$ cat src/hdl/kts_pkg.sv
`default_nettype none

package kts_pkg;

  localparam int VALUE_WIDTH = 32;
  localparam int FRAC_BITS   = 16;
  localparam int NCHAN       = 5;

  localparam int CFG_W     = VALUE_WIDTH - 1;
  localparam int CFG_IDX_W = 1;
  localparam int K_W       = FRAC_BITS + 1;
  localparam int DEN_W     = VALUE_WIDTH + 1;
  localparam int MUL_A_W   = VALUE_WIDTH + 1;
  localparam int MUL_P_W   = MUL_A_W + K_W + 1;
  localparam int WIDE_W    = VALUE_WIDTH + 4;
  localparam int CH_W      = $clog2(NCHAN);
  localparam int TDATA_W   = ((NCHAN * VALUE_WIDTH + 7) / 8) * 8;

  localparam logic [K_W-1:0]         K_ONE   = {1'b1, {FRAC_BITS{1'b0}}};
  localparam logic [CFG_W-1:0]       Q_RESET = CFG_W'(((64'd4 << FRAC_BITS) + 64'd500) / 64'd1000);
  localparam logic [CFG_W-1:0]       R_RESET = CFG_W'(64'd1 << (FRAC_BITS - 1));
  localparam logic [VALUE_WIDTH-1:0] P_RESET = VALUE_WIDTH'(64'd1 << FRAC_BITS);
  localparam logic [VALUE_WIDTH-1:0] V_MAX   = {1'b0, {(VALUE_WIDTH-1){1'b1}}};
  localparam logic [VALUE_WIDTH-1:0] V_MIN   = {1'b1, {(VALUE_WIDTH-1){1'b0}}};

  typedef enum logic [CFG_IDX_W-1:0] {
    REG_PROCESS_NOISE = 1'b0,
    REG_MEAS_NOISE    = 1'b1
  } cfg_reg_t;

  typedef struct packed {
    logic                   start;
    logic [VALUE_WIDTH-1:0] num;
    logic [DEN_W-1:0]       den;
  } div_req_t;

  typedef struct packed {
    logic           done;
    logic [K_W-1:0] quot;
  } div_rsp_t;

  function automatic logic signed [WIDE_W-1:0] sext_w(input logic [VALUE_WIDTH-1:0] v);
    sext_w = {{(WIDE_W-VALUE_WIDTH){v[VALUE_WIDTH-1]}}, v};
  endfunction

  // clamp to the signed value range
  function automatic logic [VALUE_WIDTH-1:0] sat_v(input logic signed [WIDE_W-1:0] v);
    logic fits;
    fits = (&v[WIDE_W-1:VALUE_WIDTH-1]) || !(|v[WIDE_W-1:VALUE_WIDTH-1]);
    if (fits) begin
      sat_v = v[VALUE_WIDTH-1:0];
    end else if (v[WIDE_W-1]) begin
      sat_v = V_MIN;
    end else begin
      sat_v = V_MAX;
    end
  endfunction

endpackage

`default_nettype wire

$ cat src/hdl/kalman_trajectory_smoother.sv
// Each accepted word runs through every channel before out_tvalid rises; on the first
//   frame after reset no gain is worked out. A new word is taken only once the result
//   of the last one has been loaded into the output register; each
//   channel runs the gain divider (one quotient bit a cycle), then two multiplier passes.
// Reset (rst_n low, synchronous): trajectory sums and estimates 0, covariances 1.0,
//   Q = 0.004, R = 0.5, first-frame flag set, no result pending.
`default_nettype none

module kalman_trajectory_smoother import kts_pkg::*; (
  input  wire logic                 clk,
  input  wire logic                 rst_n,
  // motion deltas, low bit up: delta_trans_x, delta_trans_y, delta_angle,
  // delta_scale_x, delta_scale_y (signed Q16.16 each)
  input  wire logic                 in_tvalid,
  output logic                      in_tready,
  input  wire logic [TDATA_W-1:0]   in_tdata,
  // smoothed motion, low bit up: smooth_trans_x, smooth_trans_y, smooth_angle,
  // smooth_scale_x, smooth_scale_y (signed Q16.16 each)
  output logic                      out_tvalid,
  input  wire logic                 out_tready,
  output logic [TDATA_W-1:0]        out_tdata,
  // register write: 0 process noise Q, 1 measurement noise R
  input  wire logic                 cfg_we,
  input  wire logic [CFG_IDX_W-1:0] cfg_index,
  input  wire logic [CFG_W-1:0]     cfg_wdata
);

  // Sequencer: per channel, SUM -> (KICK -> DIVW -> MUL1 -> MUL2 -> MUL3) -> RES;
  // the bracketed part is skipped on the first frame.
  typedef enum logic [8:0] {
    S_IDLE = 9'b000000001,
    S_SUM  = 9'b000000010,
    S_KICK = 9'b000000100,
    S_DIVW = 9'b000001000,
    S_MUL1 = 9'b000010000,
    S_MUL2 = 9'b000100000,
    S_MUL3 = 9'b001000000,
    S_RES  = 9'b010000000,
    S_DONE = 9'b100000000
  } state_t;

  state_t state_r, state_nxt;
  logic [CH_W-1:0] ch_r, ch_nxt;
  logic            first_r;

  // config
  logic [CFG_W-1:0] q_r;
  logic [CFG_W-1:0] r_r;

  // per-channel filter state
  logic [VALUE_WIDTH-1:0] sum_r   [NCHAN];
  logic [VALUE_WIDTH-1:0] est_r   [NCHAN];
  logic [VALUE_WIDTH-1:0] cov_r   [NCHAN];
  logic [VALUE_WIDTH-1:0] delta_r [NCHAN];
  logic [VALUE_WIDTH-1:0] res_r   [NCHAN];

  // per-channel working values
  logic [VALUE_WIDTH-1:0] pp_r;
  logic [K_W-1:0]         k_r;

  logic                 out_tvalid_r;
  logic [TDATA_W-1:0]   out_tdata_r;

  logic [VALUE_WIDTH-1:0] sum_cur, est_cur, cov_cur, delta_cur;
  logic [VALUE_WIDTH-1:0] sum_add;
  logic [VALUE_WIDTH:0]   pp_raw;
  logic [VALUE_WIDTH-1:0] pp_sat;
  logic signed [MUL_A_W-1:0] diff;
  logic signed [MUL_A_W-1:0] mul_a;
  logic [K_W-1:0]            mul_b;
  logic                      mul_en;
  logic signed [MUL_P_W-1:0] prod;
  localparam int TERM_W = MUL_P_W - FRAC_BITS;
  logic signed [TERM_W-1:0]  term;
  logic [VALUE_WIDTH-1:0]    est_upd;
  logic [VALUE_WIDTH-1:0]    cov_upd;
  logic [VALUE_WIDTH-1:0]    res_val;
  logic [TDATA_W-1:0]        out_pack;
  logic                      in_acc;
  logic                      out_load;
  logic                      last_ch;

  div_req_t div_req;
  div_rsp_t div_rsp;

  assign in_tready  = (state_r == S_IDLE);
  assign in_acc     = in_tvalid && in_tready;
  assign out_load   = (state_r == S_DONE) && (!out_tvalid_r || out_tready);
  assign out_tvalid = out_tvalid_r;
  assign out_tdata  = out_tdata_r;
  assign last_ch    = (ch_r == CH_W'(NCHAN - 1));

  assign sum_cur   = sum_r[ch_r];
  assign est_cur   = est_r[ch_r];
  assign cov_cur   = cov_r[ch_r];
  assign delta_cur = delta_r[ch_r];

  // running trajectory, saturating
  assign sum_add = sat_v(sext_w(sum_cur) + sext_w(delta_cur));

  // predicted covariance P + Q, clamped to the largest positive value
  assign pp_raw = {1'b0, cov_cur} + {2'b00, q_r};
  assign pp_sat = (pp_raw[VALUE_WIDTH] || pp_raw[VALUE_WIDTH-1]) ? V_MAX
                                                                 : pp_raw[VALUE_WIDTH-1:0];

  // gain divider: K = Pp / (Pp + R)
  assign div_req.start = (state_r == S_KICK);
  assign div_req.num   = pp_r;
  assign div_req.den   = {1'b0, pp_r} + {2'b00, r_r};

  kts_div u_div (
    .clk   (clk),
    .rst_n (rst_n),
    .req_i (div_req),
    .rsp_o (div_rsp)
  );

  // shared multiplier: first K * (sum - x), then (1 - K) * Pp
  assign diff   = $signed({sum_cur[VALUE_WIDTH-1], sum_cur})
                - $signed({est_cur[VALUE_WIDTH-1], est_cur});
  assign mul_en = (state_r == S_MUL1) || (state_r == S_MUL2);
  assign mul_a  = (state_r == S_MUL1) ? diff : $signed({1'b0, pp_r});
  assign mul_b  = (state_r == S_MUL1) ? k_r : (K_ONE - k_r);

  kts_mul u_mul (
    .clk    (clk),
    .en_i   (mul_en),
    .a_i    (mul_a),
    .b_i    (mul_b),
    .prod_o (prod)
  );

  // floor of the product down to FRAC_BITS fraction bits
  assign term    = prod[MUL_P_W-1:FRAC_BITS];
  assign est_upd = sat_v(sext_w(est_cur) + {{(WIDE_W-TERM_W){term[TERM_W-1]}}, term});
  assign cov_upd = prod[FRAC_BITS +: VALUE_WIDTH];

  // result: delta + (estimate - sum)
  assign res_val = sat_v(sext_w(delta_cur) + sext_w(est_cur) - sext_w(sum_cur));

  always_comb begin
    out_pack = '0;
    for (int c = 0; c < NCHAN; c++) begin
      out_pack[c*VALUE_WIDTH +: VALUE_WIDTH] = res_r[c];
    end
  end

  always_comb begin
    state_nxt = state_r;
    ch_nxt    = ch_r;
    case (state_r)
      S_IDLE: begin
        if (in_acc) begin
          state_nxt = S_SUM;
          ch_nxt    = '0;
        end
      end
      S_SUM:  state_nxt = first_r ? S_RES : S_KICK;
      S_KICK: state_nxt = S_DIVW;
      S_DIVW: begin
        if (div_rsp.done) begin
          state_nxt = S_MUL1;
        end
      end
      S_MUL1: state_nxt = S_MUL2;
      S_MUL2: state_nxt = S_MUL3;
      S_MUL3: state_nxt = S_RES;
      S_RES: begin
        if (last_ch) begin
          state_nxt = S_DONE;
        end else begin
          state_nxt = S_SUM;
          ch_nxt    = ch_r + CH_W'(1);
        end
      end
      S_DONE: begin
        if (out_load) begin
          state_nxt = S_IDLE;
        end
      end
      default: state_nxt = S_IDLE;
    endcase
  end

  always_ff @(posedge clk) begin
    if (!rst_n) begin
      state_r      <= S_IDLE;
      ch_r         <= '0;
      first_r      <= 1'b1;
      out_tvalid_r <= 1'b0;
      for (int c = 0; c < NCHAN; c++) begin
        sum_r[c] <= '0;
        est_r[c] <= '0;
        cov_r[c] <= P_RESET;
      end
    end else begin
      state_r <= state_nxt;
      ch_r    <= ch_nxt;
      if (out_load) begin
        out_tvalid_r <= 1'b1;
        first_r      <= 1'b0;
      end else if (out_tready) begin
        out_tvalid_r <= 1'b0;
      end
      case (state_r)
        S_SUM:   sum_r[ch_r] <= sum_add;
        S_MUL2:  est_r[ch_r] <= est_upd;
        S_MUL3:  cov_r[ch_r] <= cov_upd;
        default: ;
      endcase
    end
  end

  // config registers
  always_ff @(posedge clk) begin
    if (!rst_n) begin
      q_r <= Q_RESET;
      r_r <= R_RESET;
    end else if (cfg_we) begin
      case (cfg_reg_t'(cfg_index))
        REG_PROCESS_NOISE: q_r <= cfg_wdata;
        REG_MEAS_NOISE:    r_r <= cfg_wdata;
        default: ;
      endcase
    end
  end

  // payload, no reset
  always_ff @(posedge clk) begin
    if (in_acc) begin
      for (int c = 0; c < NCHAN; c++) begin
        delta_r[c] <= in_tdata[c*VALUE_WIDTH +: VALUE_WIDTH];
      end
    end
    if (state_r == S_SUM) begin
      pp_r <= pp_sat;
    end
    if ((state_r == S_DIVW) && div_rsp.done) begin
      k_r <= div_rsp.quot;
    end
    if (state_r == S_RES) begin
      res_r[ch_r] <= res_val;
    end
    if (out_load) begin
      out_tdata_r <= out_pack;
    end
  end

  // covariance stays non-negative
  a_cov_nonneg: assert property (@(posedge clk) disable iff (!rst_n)
    !cov_r[ch_r][VALUE_WIDTH-1])
    else $error("covariance went negative");

  // gain never exceeds 1.0
  a_gain_range: assert property (@(posedge clk) disable iff (!rst_n)
    (state_r == S_MUL1) |-> (k_r <= K_ONE))
    else $error("gain above one");

  // an accepted word starts at channel 0
  a_start_ch0: assert property (@(posedge clk) disable iff (!rst_n)
    in_acc |=> (state_r == S_SUM) && (ch_r == '0))
    else $error("word not started at first channel");

  // a result only appears after the last channel is done
  a_out_src: assert property (@(posedge clk) disable iff (!rst_n)
    $rose(out_tvalid_r) |-> $past(state_r == S_DONE))
    else $error("result raised outside completion");

  // the divider reports back only while the sequencer waits on it
  a_div_wait: assert property (@(posedge clk) disable iff (!rst_n)
    div_rsp.done |-> (state_r == S_DIVW))
    else $error("divider finished out of turn");

endmodule

`default_nettype wire

$ cat src/hdl/kts_div.sv
`default_nettype none

// restoring divider for the gain, one quotient bit a cycle
module kts_div import kts_pkg::*; (
  input  wire logic     clk,
  input  wire logic     rst_n,
  input  wire div_req_t req_i,
  output div_rsp_t      rsp_o
);

  localparam int REM_W = DEN_W + 1;
  localparam int CNT_W = $clog2(FRAC_BITS);

  logic             busy_r;
  logic             chk_r;
  logic             done_r;
  logic [REM_W-1:0] rem_r;
  logic [DEN_W-1:0] den_r;
  logic [K_W-1:0]   quot_r;
  logic [CNT_W-1:0] cnt_r;

  logic [REM_W-1:0] rem_sh;
  logic [REM_W-1:0] den_ext;
  logic [REM_W-1:0] rem_sub;
  logic             take;
  logic             den_zero;
  logic             sat_one;

  assign den_ext  = {1'b0, den_r};
  assign rem_sh   = {rem_r[REM_W-2:0], 1'b0};
  assign rem_sub  = rem_sh - den_ext;
  assign take     = (rem_sh >= den_ext);
  assign den_zero = (den_r == '0);
  assign sat_one  = (rem_r >= den_ext);

  always_ff @(posedge clk) begin
    if (!rst_n) begin
      busy_r <= 1'b0;
      chk_r  <= 1'b0;
      done_r <= 1'b0;
    end else begin
      done_r <= 1'b0;
      if (req_i.start) begin
        busy_r <= 1'b1;
        chk_r  <= 1'b1;
      end else if (busy_r) begin
        if (chk_r) begin
          chk_r <= 1'b0;
          if (den_zero || sat_one) begin
            busy_r <= 1'b0;
            done_r <= 1'b1;
          end
        end else if (cnt_r == CNT_W'(FRAC_BITS - 1)) begin
          busy_r <= 1'b0;
          done_r <= 1'b1;
        end
      end
    end
  end

  always_ff @(posedge clk) begin
    if (req_i.start) begin
      rem_r  <= REM_W'(req_i.num);
      den_r  <= req_i.den;
      quot_r <= '0;
      cnt_r  <= '0;
    end else if (busy_r) begin
      if (chk_r) begin
        if (den_zero) begin
          quot_r <= '0;
        end else if (sat_one) begin
          quot_r <= K_ONE;
        end
      end else begin
        rem_r  <= take ? rem_sub : rem_sh;
        quot_r <= {quot_r[K_W-2:0], take};
        cnt_r  <= cnt_r + CNT_W'(1);
      end
    end
  end

  assign rsp_o.done = done_r;
  assign rsp_o.quot = quot_r;

endmodule

`default_nettype wire

$ cat src/hdl/kts_mul.sv
`default_nettype none

// shared signed x unsigned-gain multiplier, registered product
module kts_mul import kts_pkg::*; (
  input  wire logic                      clk,
  input  wire logic                      en_i,
  input  wire logic signed [MUL_A_W-1:0] a_i,
  input  wire logic [K_W-1:0]            b_i,
  output logic signed [MUL_P_W-1:0]      prod_o
);

  logic signed [MUL_P_W-1:0] prod_r;

  always_ff @(posedge clk) begin
    if (en_i) begin
      prod_r <= MUL_P_W'(a_i) * MUL_P_W'($signed({1'b0, b_i}));
    end
  end

  assign prod_o = prod_r;

endmodule

`default_nettype wire
$ cat config.mk
export PLATFORM = sky130hd
export DESIGN_NAME = kalman_trajectory_smoother
export DESIGN_NICKNAME = d
export VERILOG_FILES = /design/src/hdl/kts_pkg.sv /design/src/hdl/kalman_trajectory_smoother.sv /design/src/hdl/kts_div.sv /design/src/hdl/kts_mul.sv
export SDC_FILE = /design/constraint.sdc
export NUM_CORES = 2
export LEC_CHECK = 0
export BUFFER_PORTS_ARGS = -buffer_cell sky130_fd_sc_hd__buf_4
export CAP_MARGIN = 25
export CORE_ASPECT_RATIO = 2
export CORE_MARGIN = 3
export CORE_UTILIZATION = 60
export DETAILED_ROUTE_END_ITERATION = 6
export PLACE_DENSITY_LB_ADDON = 0.3
export SYNTH_ARGS = -nofsm -noshare
export SYNTH_HDL_FRONTEND = slang
export SYNTH_SLANG_ARGS = --single-unit
$ cat constraint.sdc
create_clock -name clk -period 20 [get_ports clk]
set_clock_uncertainty 0.1 [all_clocks]
set_input_delay 4 -clock clk [delete_from_list [all_inputs] [get_ports clk]]
set_output_delay 4 -clock clk [all_outputs]
set_load 0.01 [all_outputs]
==> metrics.csv <==
metric,value,unit
dieArea,0.155,sq mm
io_buffers,358,
synth_seq_area_share,48.9,%
status,"complete, but fails checks",
worst_pin_slew,1.39,ns
cts_resized,0,
synthArstFlopShare,0,%
grt_overflow,0,
max_freq,75.0,MHz
fin_crit,13.34,ns
io_pins,359,
drv_slew,0,
drt_wl_total,317000,um
cpPeakStageDelay,1.10,ns
critPathCaptureType,flip-flop,
syn2layout_area_growth,11.2,%
grt_pass1_wl,452000,um
dieWidth,280,um
die_h,554,um
crit_top_cell,fa_1,
synth-edff-count,1397,
globalRouteTotalUtil,41.7,%
vdd_drop_max,0.0929,mV
gp_congestion,1.08,
synth_area_leaders,"edfxtp_1 (47%), fa_1 (13%), mux4_2 (5.6%)",
worstHoldStart,res_r[2][6]$_DFFE_PP_,
critical-path-slowest-cell,fa_1,
synth_warnings,0,
initial_core_util,60.6,%
final_hold_viol_count,0,
pre_cts_ws,7.07,ns
dr_total_vias,63353,
tritoncts,yes,
hold_class,reg -> reg,
relSlewSlack,7.08,%
drive_above_1_share,14.6,%
syn_nets,8505,
power.density,89.6,mW/mm^2
syn_area,0.0902,sq mm
synth-seq-cells,1502,
setup_slack,6.66,ns
grt_max_degree,96,
syn_inst,7354,
use_met3,11.5,%
dr.pass1.iters,7,
numCtsBuffers,140,
ant_nets,0,
cts_hold_buf,0,
coreArea,0.149,sq mm
layout_commonest_cell,edfxtp_1,
cp_data_required_time,20.43,ns
ff2ff_setup_slack,6.66,ns
final_cell_mix,"edfxtp_1 (1397), inv_1 (847), nand2_1 (722), fa_1 (572), nor2_1 (555)",
crit_arrival,13.77,ns
finalNetCount,8853,
clockBufferDepth,4,
fin_setup_tns,0,ns
antenna_found_initial,37,
syn_area_per_cell,12.3,sq um
clk_latency,0.85,ns
top_usage_layer,met2,
grt_use_met1,40.9,%
finalSetupViolations,0,
cts_root_buffer,clkbuf_16,
synth_top_cell_by_area,edfxtp_1,
finalCritPeriodShare,66.7,%
yosysTopAreaCellShare,46.5,%
drtIter0Drc,6837,
startpoint_type,flip-flop,
cap_viol_max_count,0,
h-tree-depth,4,
drc,1,
leakage,0.0396,uW
post_cts_buffers,0,
violations,design-rule violations,
rows,200,
wl_per_cell,32.6,um
cts_sinks,1502,
vias_per_cell,6.50,
grt.met2_usage,68.1,%
crit_type,reg -> reg,
synth.distinct_cells,81,
crit_path_max_fanout,45,
synthFlopType,edfxtp_1,
rsz0062_at_grt,no,
cts.clk_slew.worst_paths,0.07,ns
dp_hpwl,231000,um
grt_pass1_vias,64952,
-- registers in the layout (all words and copies together), names as in the netlist, 17 cells and up, named ones only --
| name | flops |
|---|---|
| u_div.den_r | 33 |
| delta_r | 160 |
| u_div.rem_r | 34 |
| res_r | 160 |
| pp_r | 32 |
| est_r | 256 |
| u_mul.prod_o | 35 |
| u_div.quot_r | 17 |
| sum_r | 256 |
| out_tdata | 160 |
| k_r | 17 |
| cov_r | 256 |
| r_r | 31 |
| q_r | 31 |
-- metrics by stage --
stage / std cells / total power, uW / utilization, % / hold slack [ns] / cell area (sq um)
global route: 9731 / 9230 / 67.3 / 0.309 / 100000
detailed placement: 9466 / 6250 / 64.2 / 0.305 / 95600
finish: 9749 / 8980 / 67.3 / 0.308 / 100000
CTS: 9712 / 8870 / 67.2 / 0.303 / 100000
global placement: 9455 / 6190 / 64.1 / 0.301 / 95500
floorplan: 7354 / 5230 / - / 0.300 / 90200
-- cell type report --
cell class	instances	area (sq um)
Sequential cell	1502	44100
Inverter	848	3180
Tap cell	1919	2400
Clock buffer	166	3660
Multi-Input combinational cell	4684	42000
Fill cell	10667	48700
Antenna cell	24	60.1
Timing Repair Buffer	526	4040
Clock inverter	80	781
-- worst paths after layout --
| kind | cells past startpoint | to |
|---|---|---|
| setup / recovery | 33 | u_mul.prod_o[50]$_DFFE_PP_ |
| hold / removal | 0 | out_tdata[70]$_DFFE_PP_ |
| setup reg to reg | 33 | u_mul.prod_o[50]$_DFFE_PP_ |
| hold reg to reg | 0 | out_tdata[70]$_DFFE_PP_ |
-- cells in the mapped netlist (all sizes together), types with 18 or more instances --
cell type,number
mux2i,89
and3,21
nor3,84
dfxtp,105
a22o,18
ha,382
nand4,34
fa,572
nand3,56
and2,208
o31ai,19
nand2,730
o21a,66
xor2,102
clkbuf,236
a21boi,69
o21bai,33
nor2,569
xnor2,141
a211oi,188
or2,38
nand2b,48
o211ai,44
buf,84
a31oi,37
or3,24
a21oi,276
mux2,63
o21ai,212
inv,847
edfxtp,1397
a21o,121
nor2b,48
mux4,224
-- cells by family (layout without fill, tap and decap cells) --
| family | count (synthesis) | after routing | share of synthesized area, % |
|---|---|---|---|
| simple gates | 1920 | 1920 | 9.63 |
| flops | 1502 | 1502 | 48.9 |
| compound gates | 1190 | 1190 | 8.76 |
| buf+inv | 1168 | 1620 | 5.01 |
| fa+ha+maj | 954 | 954 | 18.0 |
| mux | 376 | 376 | 7.37 |
| xor+xnor | 243 | 243 | 2.36 |
| other cells | 1 | 25 | 0.00416 |
-- critical path, delay by kind of cell, from the launching register on --
family | cells | cell delay, ns
AO/OA/AOI/OAI | 12 | 3.70
XOR/XNOR | 2 | 0.21
adder cells (fa/ha/maj) | 8 | 4.52
buffers and inverters | 5 | 1.40
flip-flops | 1 | 0.87
multiplexers | 2 | 1.19
AND/OR/NAND/NOR | 4 | 0.96
-- power by group --
group          internal, uW  leakage, uW  switching, uW  total, uW
registers              3810       0.0140           70.7       3880
clock network          1470      0.00216           1200       2670
logic                   693       0.0234           1740       2430
-- routing by layer --
layer | vias to the layer above | part of all wire (%)
li1 | 26554 | -
met1 | 31329 | 29
met2 | 3952 | 48
met3 | 1496 | 9.2
met4 | 22 | 14
met5 | - | 0.046
(Power assumes the default switching activity.)
